### config.mk
export PLATFORM = sky130hd
export DESIGN_NAME = rpa_ctrl
export DESIGN_NICKNAME = d
export VERILOG_FILES = /design/src/hw/rtl/refcounted_page_allocator_assert.svh /design/src/hw/rtl/rpa_pkg.sv /design/src/hw/rtl/rpa_ctrl.sv
export SDC_FILE = /design/constraint.sdc
export NUM_CORES = 1
export LEC_CHECK = 0
export BUFFER_PORTS_ARGS = -buffer_cell sky130_fd_sc_hd__buf_4
export CAP_MARGIN = 20
export CORE_AREA = 3 3 40 42
export DETAILED_ROUTE_END_ITERATION = 7
export DIE_AREA = 0 0 43 45
export HOLD_SLACK_MARGIN = 0.08
export SLEW_MARGIN = 20
export SYNTH_ARGS = -nofsm -noshare
export SYNTH_HDL_FRONTEND = slang
export SYNTH_SLANG_ARGS = --single-unit
### constraint.sdc
create_clock -name clk_i -period 2.2 [get_ports clk_i]
set_input_delay 0.11 -clock clk_i [delete_from_list [all_inputs] [get_ports clk_i]]
set_output_delay 0.11 -clock clk_i [all_outputs]
set_load 0.02 [all_outputs]
### src/hw/rtl/refcounted_page_allocator_assert.svh
// assertion macros of the page allocator datapath
`ifndef REFCOUNTED_PAGE_ALLOCATOR_ASSERT_SVH
`define REFCOUNTED_PAGE_ALLOCATOR_ASSERT_SVH

// property that must hold on every clock edge out of reset
`define RPA_ASSERT(lbl, prop, msg) \
  lbl: assert property (@(posedge clk_i) disable iff (!rst_ni) (prop)) else $error(msg);

// same-cycle implication
`define RPA_ASSERT_IMP(lbl, ante, cons, msg) \
  lbl: assert property (@(posedge clk_i) disable iff (!rst_ni) (ante) |-> (cons)) \
    else $error(msg);

// next-cycle implication
`define RPA_ASSERT_NXT(lbl, ante, cons, msg) \
  lbl: assert property (@(posedge clk_i) disable iff (!rst_ni) (ante) |=> (cons)) \
    else $error(msg);

`endif

### src/hw/rtl/rpa_pkg.sv
// types, sizes and codes of the refcounted page allocator
package rpa_pkg;

  // memory geometry
  localparam int unsigned NUM_PAGES  = 32768;
  localparam int unsigned PAGE_BYTES = 4096;
  localparam int unsigned PAGE_W     = $clog2(NUM_PAGES);
  localparam int unsigned OFF_W      = $clog2(PAGE_BYTES);
  localparam int unsigned CNT_W      = PAGE_W + 1;

  // field widths
  localparam int unsigned OPC_W  = 3;
  localparam int unsigned ADDR_W = 27;
  localparam int unsigned RC_W   = 8;
  localparam int unsigned STAT_W = 2;
  localparam int unsigned FUP_W  = 15;

  // page number field of a byte address and a width that holds every compare
  localparam int unsigned PG_FIELD_W = ADDR_W - OFF_W;
  localparam int unsigned CMP_A      = (PG_FIELD_W > FUP_W) ? PG_FIELD_W : FUP_W;
  localparam int unsigned CMP_W      = ((CMP_A > CNT_W) ? CMP_A : CNT_W) + 1;

  // register port
  localparam int unsigned APB_DATA_W = 32;
  localparam int unsigned PADDR_W    = 3;
  localparam int unsigned REG_IDX_W  = PADDR_W - 2;
  localparam logic [REG_IDX_W-1:0] REG_FUP = '0;

  typedef enum logic [OPC_W-1:0] {
    OP_ALLOC = 3'd0,
    OP_FREE  = 3'd1,
    OP_GET   = 3'd2,
    OP_SET   = 3'd3,
    OP_INIT  = 3'd4
  } opcode_e;

  typedef enum logic [STAT_W-1:0] {
    ST_OK       = 2'd0,
    ST_OOM      = 2'd1,
    ST_BADADDR  = 2'd2,
    ST_OVERFLOW = 2'd3
  } status_e;

  typedef enum logic [1:0] {
    S_CLEAR,
    S_IDLE,
    S_SWEEP,
    S_EXEC
  } state_e;

  // controller to datapath
  typedef struct packed {
    logic accept;
    logic sweep;
    logic sweep_init;
    logic exec;
  } ctrl_cmd_t;

  // datapath to controller
  typedef struct packed {
    logic in_init;
    logic sweep_last;
    logic out_stall;
  } dp_status_t;

endpackage

### src/hw/rtl/rpa_ctrl.sv
// sequencer of the page allocator: clearing pass, accept, sweep, execute
module rpa_ctrl (
  input  logic                clk_i,
  input  logic                rst_ni,
  input  logic                in_valid_i,
  output logic                in_ready_o,
  input  rpa_pkg::dp_status_t st_i,
  output rpa_pkg::ctrl_cmd_t  cmd_o
);
  import rpa_pkg::*;

  state_e state_q, state_d;

  // state register
  always_ff @(posedge clk_i or negedge rst_ni) begin
    if (!rst_ni) begin
      state_q <= S_CLEAR;
    end else begin
      state_q <= state_d;
    end
  end

  // next state and commands
  always_comb begin
    state_d    = state_q;
    cmd_o      = '0;
    in_ready_o = 1'b0;
    unique case (state_q)
      S_CLEAR: begin
        cmd_o.sweep = 1'b1;
        if (st_i.sweep_last) begin
          state_d = S_IDLE;
        end
      end
      S_IDLE: begin
        in_ready_o = 1'b1;
        if (in_valid_i) begin
          cmd_o.accept = 1'b1;
          state_d      = st_i.in_init ? S_SWEEP : S_EXEC;
        end
      end
      S_SWEEP: begin
        cmd_o.sweep      = 1'b1;
        cmd_o.sweep_init = 1'b1;
        if (st_i.sweep_last) begin
          state_d = S_EXEC;
        end
      end
      S_EXEC: begin
        if (!st_i.out_stall) begin
          cmd_o.exec = 1'b1;
          state_d    = S_IDLE;
        end
      end
      default: begin
        state_d = S_CLEAR;
      end
    endcase
  end

endmodule

# Word-level counts from Yosys, hierarchy flattened
# Cells that the tools add are included.
# word_totals
ff_bits,2
latchBits,0
mem_bits_rw,0
rom_bits,0
in_bits,6
wordCells,24
n_memories,0
# classes
add_sub_neg,0
n_mul,0
div,0
n_lt_le_gt_ge,0
eq_ne,7
shifts,0
n_mux,13
bitwise_logic,0
reduce_logical,3
# op_table
op,n
$mux W1,8
$mux W2,4
$ne A2 B2 Y1 const B,4
$pmux W2 S4,1
$eq A2 B2 Y1 const B,2
$reduce_and A4 Y1,1
$eq A2 B1 Y1 const B,1
$logic_not A2 Y1,1
$reduce_or A2 Y1,1

# Logic depth before layout (Yosys ltp)
# depth
word_depth,3
ltp_mapped,5
mapped_depth_nobuf,5

# Worst setup path before layout
# No wires, ideal clock.
# synth_timing
path_kind,flip-flop to flip-flop
start,reg state_q[1]
end,reg state_q[0]
setup_time_ns,0.128
arrival_ns,1.388
t_required_ns,2.072
path_slack_ns,0.685
stages_incl_launch_ff,6
n_path_buf,0
cell_sequence,dfrtp_1 -> inv_1 -> ha_1 -> inv_1 -> o221ai_2 -> mux2_1
# synth_via
elab_chain_cells,3
elab_cells_between_ends,10
classes_between,eq/ne: 7; mux: 1; reduce/logical: 2
# synth_rtl
item,line,rtl
start: declaration,rpa_ctrl.sv:12,"state_e state_q, state_d;"
start signal: assignment,rpa_ctrl.sv:19,state_q <= state_d;
$eq A2 B2 Y1 (tied with other cells),rpa_ctrl.sv:28,unique case (state_q)
$ne A2 B2 Y1 (no source line),--,
$reduce_and A4 Y1 (no source line),--,
# Parallel ways exist; a longest one is shown, timed or not.
# A chain may end at the register's enable or synchronous reset.

# Worst setup path in the final report
# layout_timing
start,reg state_q[1]
end,reg state_q[1]
# Same word-level chain as after synthesis.

==> impl_summary.log <==
[metrics] TritonCTS clock tree: done
[metrics] highest-delay cell along the critical path: sky130_fd_sc_hd__dfrtp_1
[metrics] Max H-tree Level: 1
[metrics] share of final-layout standard cells stronger than drive strength 1: 44.1%
[metrics] CP Max Fanout: 5
[metrics] vertical die dimension: 45 µm
[metrics] Post-Syn Nets: 31
[metrics] Maximum Capacitance Violations: 0
[metrics] sequential-to-total area share from yosys stat: 24.8%
[metrics] standard-cell row count: 13
[metrics] I/O pins: 11
[metrics] die area: between 1500 and 2000 µm²
[metrics] Core Box Area: 1280 µm²
[metrics] area of all placed cells without fillers: 328 µm²
[metrics] Top Registers: state_q x2
[metrics] total of endpoints with negative setup slack in the final report: 0
[metrics] min-delay worst type: input pin to asynchronous set/reset pin
[metrics] crit path launch type: flip-flop
[metrics] # clock sinks: 2
[metrics] share of the synthesized area in the top cell type: about 31%
[metrics] weighted congestion at the end of routability-driven global placement: 0.669
[metrics] count of flip-flops with a built-in enable after synthesis: 0
[metrics] unrepaired setup endpoints after global routing: no
[metrics] register name with the most flops: state_q
[metrics] DRC Markers: 0
[metrics] maximum number of pins on one net before global-route repair: 6
[metrics] pwr dens: 1430 nW/µm²
[metrics] final worst path period need: approximately 1.4 ns
[metrics] Placement Cell Area: 295 µm²
[metrics] starting density of the core: 15.7%
[metrics] Final ANT Viol Nets: 0
[metrics] flip-flop and latch count after synthesis: 2
[metrics] top cells by instance count after synthesis: sky130_fd_sc_hd__ha_1, sky130_fd_sc_hd__inv_1, sky130_fd_sc_hd__dfrtp_1, sky130_fd_sc_hd__mux2_1
[metrics] PostCTS Resize Cnt: 0
[metrics] VDD IR-drop max: between 300 and 400 µV
[metrics] Largest register FFs: 2
[metrics] crit-path most repeated cell: sky130_fd_sc_hd__inv_1
[metrics] total routing usage reported by global routing: about 5.4%
[metrics] width of the die: about 43 µm
[metrics] register clock-pin slew on the reported worst setup and hold paths: 0.03 ns
[metrics] Avg Cell Area, Syn: 10.1 µm²
[metrics] Setup Skew: 0.000348 ns
[metrics] via count normalized by instance count: 3.63
[metrics] Total Nets Final: 47
[metrics] Layout area overhead: 62.7%
[metrics] biggest cell delay along the critical path: approximately 0.4 ns
[metrics] routed wirelength normalized by instance count: 7.94 µm
[metrics] Hold Fails Final Rpt: 0
[metrics] measured slew at the worst slew-check pin: 0.188 ns
[metrics] cells along the critical path: inv_1 -> ha_1 -> inv_1 -> o221ai_2 -> mux2_1
[metrics] vias in the first global route: 194
[metrics] Async S/R FF share, synth: between 90% and 100%
[metrics] FF-to-FF path depth: 5
[metrics] Most used DFF post-synth: sky130_fd_sc_hd__dfrtp_1
[metrics] final core utilization: 25.5%
[metrics] routed wire length: between 300 and 400 µm
[metrics] Pleak: 0.171 nW
[metrics] number of unique standard cell types used by synthesis: 11
[metrics] post-detail-place hpwl: between 300 and 400 µm
[metrics] maximum clock frequency: 0.700 GHz
[metrics] number of buffers inserted by port buffering: 10
[metrics] total vias in the final route: 178
[metrics] top cells by area in the synthesized netlist: sky130_fd_sc_hd__ha_1, sky130_fd_sc_hd__dfrtp_1, sky130_fd_sc_hd__mux2_1, sky130_fd_sc_hd__inv_1, sky130_fd_sc_hd__o221ai_2
[metrics] number of buffers created by CTS: 3
[metrics] largest area contributor in the netlist: sky130_fd_sc_hd__ha_1
[metrics] Setup TNS: 0 ns
[metrics] total iterations of the first detailed-routing run: 1
[metrics] crit share post-route: between 60% and 70%
[metrics] worst setup slack for register-to-register paths: 0.77 ns
[metrics] Post-Syn Area: roughly 200 µm²
[metrics] wire length of the first global-routing pass: 703 µm
[metrics] yosys synthesis warning count: 0
[metrics] result of the run: finished, final reports clean
[metrics] Filler cells: 151
[metrics] number of antenna violations at the first check in global routing: 0
[metrics] number of slew-limit violations in the final report: 0
[metrics] count leader, synth: sky130_fd_sc_hd__ha_1
[metrics] antenna diode instance count: 0
[metrics] Setup crit end kind: flip-flop
[metrics] global route total overflow: 0
[metrics] kind of critical path: flip-flop to flip-flop
[metrics] synthesized netlist cell count: 20
[metrics] Worst-Skew Late Latency: 0.22 ns
[metrics] buffers from clock root to sink, at most: 2
[metrics] arrival time reported for the critical path endpoint: approximately 1.5 ns
[metrics] required arrival time at the worst endpoint: 2.29 ns
[metrics] Iteration-0 DRC Markers: 0
[metrics] worst-case headroom to the max-slew limit: 87.5%
[metrics] root cell of the clock tree: sky130_fd_sc_hd__clkbuf_4
[stage by stage]
step           instances  setup slack (ns)  total power, mW  hold slack (ns)
3_3_place_gp          45             0.764            0.396           -0.106
5_1_grt               49             0.688            0.522            0.222
3_5_place_dp          45             0.752            0.400           -0.106
4_1_cts               49             0.749            0.488            0.195
2_1_floorplan         20             0.685            0.296           -0.186
6_report              49             0.771            0.469            0.207
[layer usage]
metal / GRT usage (%) / share of wire, % / vias to the layer above
met5: 0 / 0 / -
met4: 7.23 / 0 / 0
met3: 2.39 / 12 / 0
met2: 7.78 / 47 / 8
met1: 5.06 / 41 / 76
li1: - / - / 94
[layout make-up]
class                   count  area [µm²]  area share [%]
multi-input cells          14         136            41.6
well taps                  15        18.8            5.73
inverters                   4        15.0            4.58
flip-flops and latches      2        50.0            15.3
repair buffers             11        85.1            26.0
clock buffers               3        22.5            6.87
[timing repair]
action | in CTS | in global routing
hold buffers | 1 | 0
hold endpoints to repair | 2 | 0
setup buffers | 0 | 0
setup endpoints to repair | 0 | 0
[worst paths after layout]
kind / end / start
min in group clk_i: state_q[0] / st_i[0]
min: state_q[1] / rst_ni
min reg2reg: state_q[0] / state_q[0]
max in group asynchronous: state_q[0] / rst_ni
max reg2reg: state_q[1] / state_q[1]
max: state_q[1] / state_q[1]
[cells by family after synthesis]
| family | synth area share, % |
|---|---|
| flip-flops | 24.8 |
| AO/OA/AOI/OAI | 11.2 |
| multiplexers | 11.2 |
| AND/OR/NAND/NOR | 14.3 |
| buffers and inverters | 7.45 |
| adder cells (fa/ha/maj) | 31.1 |
[cell usage in the layout (no fill, tap or decap), drive strengths merged]
| cell | netlist | layout |
|---|---|---|
| or2 | 1 | 1 |
| buf | 0 | 10 |
| mux2 | 2 | 2 |
| inv | 4 | 4 |
| o221ai | 1 | 1 |
| clkbuf | 0 | 3 |
| and2 | 1 | 1 |
| o211ai | 1 | 1 |
| ha | 5 | 5 |
| dlygate4sd3 | 0 | 1 |
| nor2b | 1 | 1 |
| nor2 | 1 | 1 |
| nand2 | 1 | 1 |
| dfrtp | 2 | 2 |
[worst max-delay path, delay by kind of cell, from the launching register on]
family	cells	cell delay [ns]
compound gates	1	0.21
fa+ha+maj	1	0.17
buf+inv	2	0.17
flops	1	0.41
mux	1	0.35
[where the power goes]
| group | total [mW] | switching (mW) | internal, mW |
|---|---|---|---|
| logic | 0.310 | 0.160 | 0.150 |
| clock network | 0.0795 | 0.0194 | 0.0601 |
| registers | 0.0797 | 0.0218 | 0.0579 |
No activity file was read; power rests on OpenSTA's default activity.
